### src/hdl/mbps_pkg.sv
// Shared types and constants for the masked byte pattern search block.
// Register indexes, field widths and the decoded configuration struct.
// No dependencies.
`timescale 1ns / 1ps
`default_nettype none

package mbps_pkg;

  localparam int unsigned CFG_INDEX_W    = 3;
  localparam int unsigned CFG_DATA_W     = 64;
  localparam int unsigned PATTERN_BYTES  = 16;
  localparam int unsigned LEN_W          = 5;
  localparam int unsigned MATCH_OFFSET_W = 32;

  typedef enum logic [CFG_INDEX_W-1:0] {
    REG_PATTERN_LENGTH = 3'd0,
    REG_PATTERN_LOW    = 3'd1,
    REG_PATTERN_HIGH   = 3'd2,
    REG_MASK_LOW       = 3'd3,
    REG_MASK_HIGH      = 3'd4
  } cfg_idx_e;

  // byte j of pattern and mask sits in bits 8j+7 to 8j
  typedef struct packed {
    logic [LEN_W-1:0]             pattern_length;
    logic [8*PATTERN_BYTES-1:0]   pattern;
    logic [8*PATTERN_BYTES-1:0]   mask;
  } cfg_regs_t;

endpackage

`default_nettype wire

### src/hdl/mbps_if.sv
// Valid/ready channel interfaces: byte input, search result, register write.
// Depends on mbps_pkg for the field widths.
`timescale 1ns / 1ps
`default_nettype none

interface mbps_in_if;
  logic       valid;
  logic       ready;
  logic [7:0] data_byte;
  logic       last_byte;

  modport source (output valid, output data_byte, output last_byte, input ready);
  modport sink   (input valid, input data_byte, input last_byte, output ready);
endinterface

interface mbps_out_if;
  logic                               valid;
  logic                               ready;
  logic                               found;
  logic [mbps_pkg::MATCH_OFFSET_W-1:0] match_offset;

  modport source (output valid, output found, output match_offset, input ready);
  modport sink   (input valid, input found, input match_offset, output ready);
endinterface

interface mbps_cfg_if;
  logic                            valid;
  logic                            ready;
  logic [mbps_pkg::CFG_INDEX_W-1:0] index;
  logic [mbps_pkg::CFG_DATA_W-1:0]  data;

  modport source (output valid, output index, output data, input ready);
  modport sink   (input valid, input index, input data, output ready);
endinterface

`default_nettype wire

### src/hdl/mbps_cfg_regs.sv
// Configuration register file: pattern length, pattern bytes and masks.
// Depends on mbps_pkg and the mbps_cfg_if interface.
`timescale 1ns / 1ps
`default_nettype none

module mbps_cfg_regs (
  input  wire                 clk_i,
  input  wire                 rst_ni,
  mbps_cfg_if.sink            cfg_ch,
  output mbps_pkg::cfg_regs_t regs_o
);
  import mbps_pkg::*;

  cfg_regs_t regs_q;
  cfg_regs_t regs_d;
  logic      cfg_fire;

  assign cfg_ch.ready = 1'b1;
  assign cfg_fire     = cfg_ch.valid & cfg_ch.ready;

  always_comb begin
    regs_d = regs_q;
    if (cfg_fire) begin
      case (cfg_idx_e'(cfg_ch.index))
        REG_PATTERN_LENGTH: regs_d.pattern_length = cfg_ch.data[LEN_W-1:0];
        REG_PATTERN_LOW:    regs_d.pattern[CFG_DATA_W-1:0] = cfg_ch.data;
        REG_PATTERN_HIGH:   regs_d.pattern[2*CFG_DATA_W-1:CFG_DATA_W] = cfg_ch.data;
        REG_MASK_LOW:       regs_d.mask[CFG_DATA_W-1:0] = cfg_ch.data;
        REG_MASK_HIGH:      regs_d.mask[2*CFG_DATA_W-1:CFG_DATA_W] = cfg_ch.data;
        default:            regs_d = regs_q;
      endcase
    end
  end

  always_ff @(posedge clk_i or negedge rst_ni) begin
    if (!rst_ni) begin
      regs_q <= '0;
    end else begin
      regs_q <= regs_d;
    end
  end

  assign regs_o = regs_q;

endmodule

`default_nettype wire

### src/hdl/mbps_match.sv
// Parallel masked compare of the byte window against the pattern.
// Depends on mbps_pkg for the configuration struct.
`timescale 1ns / 1ps
`default_nettype none

module mbps_match #(
  parameter int unsigned MAX_PATTERN  = 16,
  parameter int unsigned OFFSET_WIDTH = 32
) (
  input  wire [7:0]              win_i [MAX_PATTERN],
  input  wire [OFFSET_WIDTH-1:0] seen_i,
  input  mbps_pkg::cfg_regs_t    regs_i,
  output logic                   hit_o
);
  import mbps_pkg::*;

  localparam int unsigned IDX_W = (MAX_PATTERN > 1) ? $clog2(MAX_PATTERN) : 1;

  logic [LEN_W-1:0]       len;
  logic                   len_ok;
  logic [MAX_PATTERN-1:0] lane_ok;

  assign len    = regs_i.pattern_length;
  assign len_ok = (len != '0) && (len <= LEN_W'(MAX_PATTERN))
                  && (seen_i >= OFFSET_WIDTH'(len));

  // pattern byte j lines up with the byte taken len-1-j steps ago
  always_comb begin
    logic [LEN_W-1:0] idx;
    logic [7:0]       d;
    logic [7:0]       m;
    logic [7:0]       p;
    for (int unsigned j = 0; j < MAX_PATTERN; j++) begin
      idx = len - LEN_W'(j) - LEN_W'(1);
      d   = win_i[idx[IDX_W-1:0]];
      m   = regs_i.mask[8*j +: 8];
      p   = regs_i.pattern[8*j +: 8];
      lane_ok[j] = (LEN_W'(j) >= len) || ((d & m) == (p & m));
    end
  end

  assign hit_o = len_ok & (&lane_ok);

endmodule

`default_nettype wire

### src/hdl/masked_byte_pattern_search.sv
// Masked byte pattern search: one byte accepted per cycle, one result per region.
// A result is registered on the clock edge that accepts the byte that causes it.
// Throughput is one byte per cycle while no result is stalled, set by the combinational parallel window compare.
// Input is held off only while a result waits in the output register.
// Reset clears the configuration registers, the byte count, the match flag and the output valid.
// Depends on mbps_pkg, mbps_if, mbps_cfg_regs and mbps_match.
`timescale 1ns / 1ps
`default_nettype none

module masked_byte_pattern_search #(
  parameter int unsigned MAX_PATTERN  = 16,
  parameter int unsigned OFFSET_WIDTH = 32
) (
  input  wire         clk_i,
  input  wire         rst_ni,
  mbps_in_if.sink     in_ch,
  mbps_out_if.source  out_ch,
  mbps_cfg_if.sink    cfg_ch
);
  import mbps_pkg::*;

  cfg_regs_t                   regs;
  logic [7:0]                  win_q [MAX_PATTERN];
  logic [7:0]                  win_d [MAX_PATTERN];
  logic [OFFSET_WIDTH-1:0]     seen_q;
  logic [OFFSET_WIDTH-1:0]     seen_inc;
  logic                        done_q;
  logic                        match_hit;
  logic                        in_fire;
  logic                        out_valid_q;
  logic                        found_q;
  logic [MATCH_OFFSET_W-1:0]   offset_q;
  logic [OFFSET_WIDTH-1:0]     offset_raw;

  mbps_cfg_regs u_cfg_regs (
    .clk_i  (clk_i),
    .rst_ni (rst_ni),
    .cfg_ch (cfg_ch),
    .regs_o (regs)
  );

  // window as it stands once the incoming byte is shifted in
  always_comb begin
    win_d[0] = in_ch.data_byte;
    for (int unsigned k = 1; k < MAX_PATTERN; k++) begin
      win_d[k] = win_q[k-1];
    end
  end

  // count saturates at all ones
  assign seen_inc = (seen_q == '1) ? seen_q : seen_q + OFFSET_WIDTH'(1);

  mbps_match #(
    .MAX_PATTERN  (MAX_PATTERN),
    .OFFSET_WIDTH (OFFSET_WIDTH)
  ) u_match (
    .win_i  (win_d),
    .seen_i (seen_inc),
    .regs_i (regs),
    .hit_o  (match_hit)
  );

  assign offset_raw  = seen_inc - OFFSET_WIDTH'(regs.pattern_length);

  assign in_ch.ready = !out_valid_q || out_ch.ready;
  assign in_fire     = in_ch.valid && in_ch.ready;

  // window bytes are only read once the count covers them, so no clear needed
  always_ff @(posedge clk_i) begin
    if (in_fire && !done_q) begin
      win_q <= win_d;
    end
  end

  always_ff @(posedge clk_i or negedge rst_ni) begin
    if (!rst_ni) begin
      seen_q <= '0;
      done_q <= 1'b0;
    end else if (in_fire) begin
      if (in_ch.last_byte) begin
        seen_q <= '0;
        done_q <= 1'b0;
      end else if (!done_q) begin
        seen_q <= seen_inc;
        done_q <= match_hit;
      end
    end
  end

  always_ff @(posedge clk_i or negedge rst_ni) begin
    if (!rst_ni) begin
      out_valid_q <= 1'b0;
    end else if (in_fire && !done_q && (match_hit || in_ch.last_byte)) begin
      out_valid_q <= 1'b1;
    end else if (out_ch.ready) begin
      out_valid_q <= 1'b0;
    end
  end

  always_ff @(posedge clk_i) begin
    if (in_fire && !done_q && (match_hit || in_ch.last_byte)) begin
      found_q  <= match_hit;
      offset_q <= match_hit ? MATCH_OFFSET_W'(offset_raw) : '0;
    end
  end

  assign out_ch.valid        = out_valid_q;
  assign out_ch.found        = found_q;
  assign out_ch.match_offset = offset_q;

  // a waiting result is never overwritten by a new byte
  assert property (@(posedge clk_i) disable iff (!rst_ni)
    !(in_fire && out_valid_q && !out_ch.ready))
    else $error("byte accepted while result stalled");

  // end of region returns the count and match flag to zero
  assert property (@(posedge clk_i) disable iff (!rst_ni)
    in_fire && in_ch.last_byte |=> (seen_q == '0) && !done_q)
    else $error("region state not cleared at last byte");

  // a match before the last byte silences the rest of the region
  assert property (@(posedge clk_i) disable iff (!rst_ni)
    in_fire && !done_q && match_hit && !in_ch.last_byte |=> done_q && out_valid_q && found_q)
    else $error("match not recorded");

  // a not-found result always carries offset zero
  assert property (@(posedge clk_i) disable iff (!rst_ni)
    out_valid_q && !found_q |-> offset_q == '0)
    else $error("not-found result with nonzero offset");

endmodule

`default_nettype wire

### src/flat_wrapper.sv
// flat-port wrapper written by rule: the top's interface ports become plain ports
module masked_byte_pattern_search_flat import mbps_pkg::*;
#(
  parameter int unsigned MAX_PATTERN  = 16,
  parameter int unsigned OFFSET_WIDTH = 32
)
  (clk_i, rst_ni, in_ch_valid, in_ch_data_byte, in_ch_last_byte, in_ch_ready, out_ch_valid, out_ch_found, out_ch_match_offset, out_ch_ready, cfg_ch_valid, cfg_ch_index, cfg_ch_data, cfg_ch_ready);
  mbps_in_if in_ch_i ();
  mbps_out_if out_ch_i ();
  mbps_cfg_if cfg_ch_i ();
  input  wire clk_i;
  input  wire rst_ni;
  input wire logic [$bits(in_ch_i.valid)-1:0] in_ch_valid;
  input wire logic [$bits(in_ch_i.data_byte)-1:0] in_ch_data_byte;
  input wire logic [$bits(in_ch_i.last_byte)-1:0] in_ch_last_byte;
  output wire logic [$bits(in_ch_i.ready)-1:0] in_ch_ready;
  output wire logic [$bits(out_ch_i.valid)-1:0] out_ch_valid;
  output wire logic [$bits(out_ch_i.found)-1:0] out_ch_found;
  output wire logic [$bits(out_ch_i.match_offset)-1:0] out_ch_match_offset;
  input wire logic [$bits(out_ch_i.ready)-1:0] out_ch_ready;
  input wire logic [$bits(cfg_ch_i.valid)-1:0] cfg_ch_valid;
  input wire logic [$bits(cfg_ch_i.index)-1:0] cfg_ch_index;
  input wire logic [$bits(cfg_ch_i.data)-1:0] cfg_ch_data;
  output wire logic [$bits(cfg_ch_i.ready)-1:0] cfg_ch_ready;
  assign in_ch_i.valid = in_ch_valid;
  assign in_ch_i.data_byte = in_ch_data_byte;
  assign in_ch_i.last_byte = in_ch_last_byte;
  assign in_ch_ready = in_ch_i.ready;
  assign out_ch_valid = out_ch_i.valid;
  assign out_ch_found = out_ch_i.found;
  assign out_ch_match_offset = out_ch_i.match_offset;
  assign out_ch_i.ready = out_ch_ready;
  assign cfg_ch_i.valid = cfg_ch_valid;
  assign cfg_ch_i.index = cfg_ch_index;
  assign cfg_ch_i.data = cfg_ch_data;
  assign cfg_ch_ready = cfg_ch_i.ready;
  masked_byte_pattern_search #(.MAX_PATTERN(MAX_PATTERN), .OFFSET_WIDTH(OFFSET_WIDTH)) u_core (.clk_i(clk_i), .rst_ni(rst_ni), .in_ch(in_ch_i), .out_ch(out_ch_i), .cfg_ch(cfg_ch_i));
endmodule
### config.mk
export PLATFORM = sky130hd
export DESIGN_NAME = masked_byte_pattern_search_flat
export DESIGN_NICKNAME = d
export VERILOG_FILES = /design/src/hdl/mbps_pkg.sv /design/src/hdl/mbps_if.sv /design/src/hdl/mbps_cfg_regs.sv /design/src/hdl/mbps_match.sv /design/src/hdl/masked_byte_pattern_search.sv /design/src/flat_wrapper.sv
export SDC_FILE = /design/constraint.sdc
export NUM_CORES = 1
export LEC_CHECK = 0
export BUFFER_PORTS_ARGS = -buffer_cell sky130_fd_sc_hd__buf_2
export CAP_MARGIN = 10
export CORE_UTILIZATION = 35
export DETAILED_ROUTE_END_ITERATION = 10
export SLEW_MARGIN = 10
export SYNTH_ARGS = -nofsm -noshare
export SYNTH_HDL_FRONTEND = slang
export SYNTH_HIERARCHICAL = 1
export SYNTH_SLANG_ARGS = --single-unit
### constraint.sdc
create_clock -name clk_i -period 25.5 [get_ports clk_i]
set_clock_uncertainty 0.05 [all_clocks]
set_input_delay 1.275 -clock clk_i [delete_from_list [all_inputs] [get_ports clk_i]]
set_output_delay 1.275 -clock clk_i [all_outputs]
set_load 0.05 [all_outputs]
==> flow_summary.ini <==
[synth]
synth_top_area_share_pct = 24.9
number_of_storage_elements_in_the_synthesis_netlist = 448
synth-simple-area-share_pct = 8.42
netlist_top_cells_area = dfrtp_1 (25%), edfxtp_1 (15%), mux2_2 (12%)
synthArstFlopShare_pct = 65.8
synth_adder_area_share_pct = 1.12
postSynthNetCount = 2487
syn_avg_cell_area_um2 = 12.5
most_repeated_cell_in_the_gate_level_netlist_after_synthesis = mux2_2
synth.yosys.seq_area_share_pct = 40.4
yosys-mux-area-fraction_pct = 31.9
ys.flop_type = dfrtp_1
synth_compound_area_share_pct = 7.51
synth_area_um2 = 29700
synth.cells.most_frequent = mux2_2 (306), dfrtp_1 (295), mux2i_1 (278)
synth-warning-count = 6
synth-edff-count = 153
synth_area_leader_cell = dfrtp_1
dominant_combinational_cell_family_by_area_after_synthesis = multiplexers
synthXorXnorAreaFrac_pct = 7.20
postSynthCellCount = 2380
number_of_distinct_library_cells_after_synthesis = 95

[worst_setup_path]
cp.required_ps = 25750
worst_path_max_delay_cell = buf_4
critPathArrivalTime_ps = 7810
timing.critical_path.from_type = register
reg2regPathDepth = 17
r2r-start = u_core/u_cfg_regs/regs_o[256]
rrSetupSlack_ps = 17940
path_cells = buf_4 > buf_4 > mux2i_1 > mux4_2 > mux2i_1 > xor2_1 > a22o_1 > nor4_1 > a311oi_1 > a2111oi_0 > o211ai_1 > or3_1 > nor3_2 > buf_4 > nor2_1 > nor3_2 > buf_4
critical-path-max-stage-delay_ps = 920
r2r_end = u_core/out_ch.match_offset[20]
critical_path_peak_fanout = 68
criticalPathCategory = reg2reg
timing.critical_path.to_type = register
startpoint = u_core/u_cfg_regs/regs_o[256]
critPathMostFrequentCell = buf_4

[run]
max-cap-violations = 0

[cells_and_area]
final_layout_size_suffix_gt1_share_pct = 29.7
nFillCells = 7981
syn2layout_area_growth_pct = 11.3
finish.utilization_pct = 39.4
area.sequential_um2 = 12000
fin_nets = 2548
area_used_by_multi_input_combinational_logic_um2 = 16700
n_antenna_cell = 0

[placement]
detailedPlacementHpwl_um = 69200
dp_worst_setup_slack_ps = 17890
place.gp.congestion = 0.962
buffer_ports.inserted = 115

[power_and_ir_drop]
p_leak_nw = 13.2
power-per-cell-area_nw_per_um2 = 104
max-vdd-ir-drop_uv = 69.1

[routing]
uppermost_signal_routing_layer_after_detailed_routing = met4
routed-via-count = 21800
drtAntennaViolNets = 0
routed_wire_length_per_instance_um = 26.3
detail_route.wirelength.met1_um = 40100
drt_wl_total_um = 95200
met3_length_um = 7400
post_detailed_route_drc_marker_count = 0
detailedRoute.firstPassIterationCount = 6
first_iteration_detailed_routing_drc_count = 2267
routed-wl-met2_um = 43500
drt-vias-per-instance = 6.03

[sta]
rsz_0062_raised_after_global_routing = false
timing.final.crit_share_pct = 29.7
fin_tns_setup_ps = 0
tightestPinTransition_ps = 1100
achievable-frequency_mhz = 132
final.setup.worst_slack_ps = 17940
setup_violations = 0
finalWorstPathRequiredPeriod_ps = 7560
slew_headroom_pct = 26.6
slew_viol_final = 0
finalHoldViolCount = 0

[die]
core_area_um2 = 83800
rows = 106
die_height_um = 293
die_width_um = 293
boundaryPins = 117
die_area_um2 = 85900
start_util_pct = 35.4

[cts]
insertion_delay_of_the_later_clocked_pin_in_the_worst_skew_pair_ps = 640
numCtsBuffers = 53
cts_repair_resize_count = 0
cts.path.max_buffers = 3
clock_tree.htree_level_count = 2
worst_setup_hold_path_clk_slew_ps = 60
cts_hold_repair.buffers = 0
cts_tree = built
cts.sinks = 448
cts-root-buf = clkbuf_16
cts_setup_buffers = 0

[grt]
grt_start_max_net_pins = 177
grt.overflow.total = 0
number_of_antenna_violations_at_the_first_check_in_global_routing = 0
first_global_vias = 21700
grt_first_pass_wirelength_um = 144000
grt_util_all_layers_pct = 22.0

[worst_hold_path]
class_of_the_tightest_hold_or_removal_check = reg2reg
hp-start = u_core/u_cfg_regs/regs_o[46]
worstHoldEndpoint = u_core/u_cfg_regs/regs_o[46]
worstHoldPathCells = 1

[run_status]
outcome = completed
power by group:
| group | internal, mW | switching, mW | leakage [nW] |
|---|---|---|---|
| Clock | 0.478 | 0.324 | 0.917 |
| Combinational | 0.730 | 0.914 | 7.19 |
| Sequential | 0.863 | 0.136 | 5.08 |
cell usage in the layout (no fill, tap or decap), drive strengths merged, types with 22 or more instances in the layout:
cell type,count
dfrtp,295
edfxtp,153
o21ai,48
nor3,35
nand2,107
nor4,26
xnor2,135
xor2,97
a21oi,65
mux4,143
ha,25
mux2,307
buf,151
clkbuf,80
nand3,69
a22oi,43
inv,41
nand2b,22
nor2,62
mux2i,278
worst max path at each step:
| stage | to | slack, ps | cells after the start |
|---|---|---|---|
| 2_1_floorplan | u_core/out_ch.found | 17280 | 24 |
| 3_3_place_gp | u_core/out_ch.match_offset[18] | 17780 | 17 |
| 3_5_place_dp | u_core/out_ch.match_offset[18] | 17890 | 17 |
| 4_1_cts | u_core/out_ch.match_offset[20] | 17910 | 17 |
| 5_1_grt | u_core/out_ch.match_offset[27] | 17520 | 18 |
| 6_report | u_core/out_ch.match_offset[20] | 17940 | 17 |
worst max-delay path: cells and delay by family, from the launching register on:
family / cells / cell delay (ps)
buffers and inverters: 4 / 2370
AND/OR/NAND/NOR: 5 / 1850
multiplexers: 3 / 1110
AO/OA/AOI/OAI: 4 / 900
flip-flops: 1 / 780
XOR/XNOR: 1 / 110
metal layers:
metal	vias up	track usage, %
li1	9282	-
met1	11300	30.3
met2	1062	34.4
met3	174	3.65
met4	0	8.67
met5	-	0
through the flow:
| step | hold slack (ps) | power, mW | cell area [um^2] | std cells |
|---|---|---|---|---|
| after floorplan | 413 | 2.14 | 29700 | 2380 |
| after global placement | 435 | 2.59 | 31200 | 3519 |
| final | 460 | 3.45 | 33000 | 3619 |
| after detailed placement | 445 | 2.63 | 31200 | 3520 |
| after global routing | 470 | 3.59 | 33000 | 3619 |
| after CTS | 461 | 3.44 | 33000 | 3619 |
area by class of cell:
type,instances,area share [%]
clock buffers,80,5.01
clock inverters,19,0.614
inverters,37,0.424
multi-input cells,1750,50.7
flip-flops and latches,448,36.3
well taps,1134,4.30
repair buffers,151,2.66
sequential cells by signal, summed over array words and instances (netlist names):
register,count
u_core/u_cfg_regs/regs_o,261
u_core/win_d,120
u_core/out_ch.match_offset,32
u_core/seen_q,32
u_core/done_q,1
u_core/out_ch.found,1
u_core/out_ch.valid,1
kinds of logic (layout without fill, tap and decap cells):
family	count (synthesis)	count (layout)
mux	728	728
flops	448	448
simple gates	445	445
compound gates	318	318
xor+xnor	232	232
buf+inv	182	287
fa+ha+maj	26	26
other cells	1	1
Power figures use the tool's default switching activity.
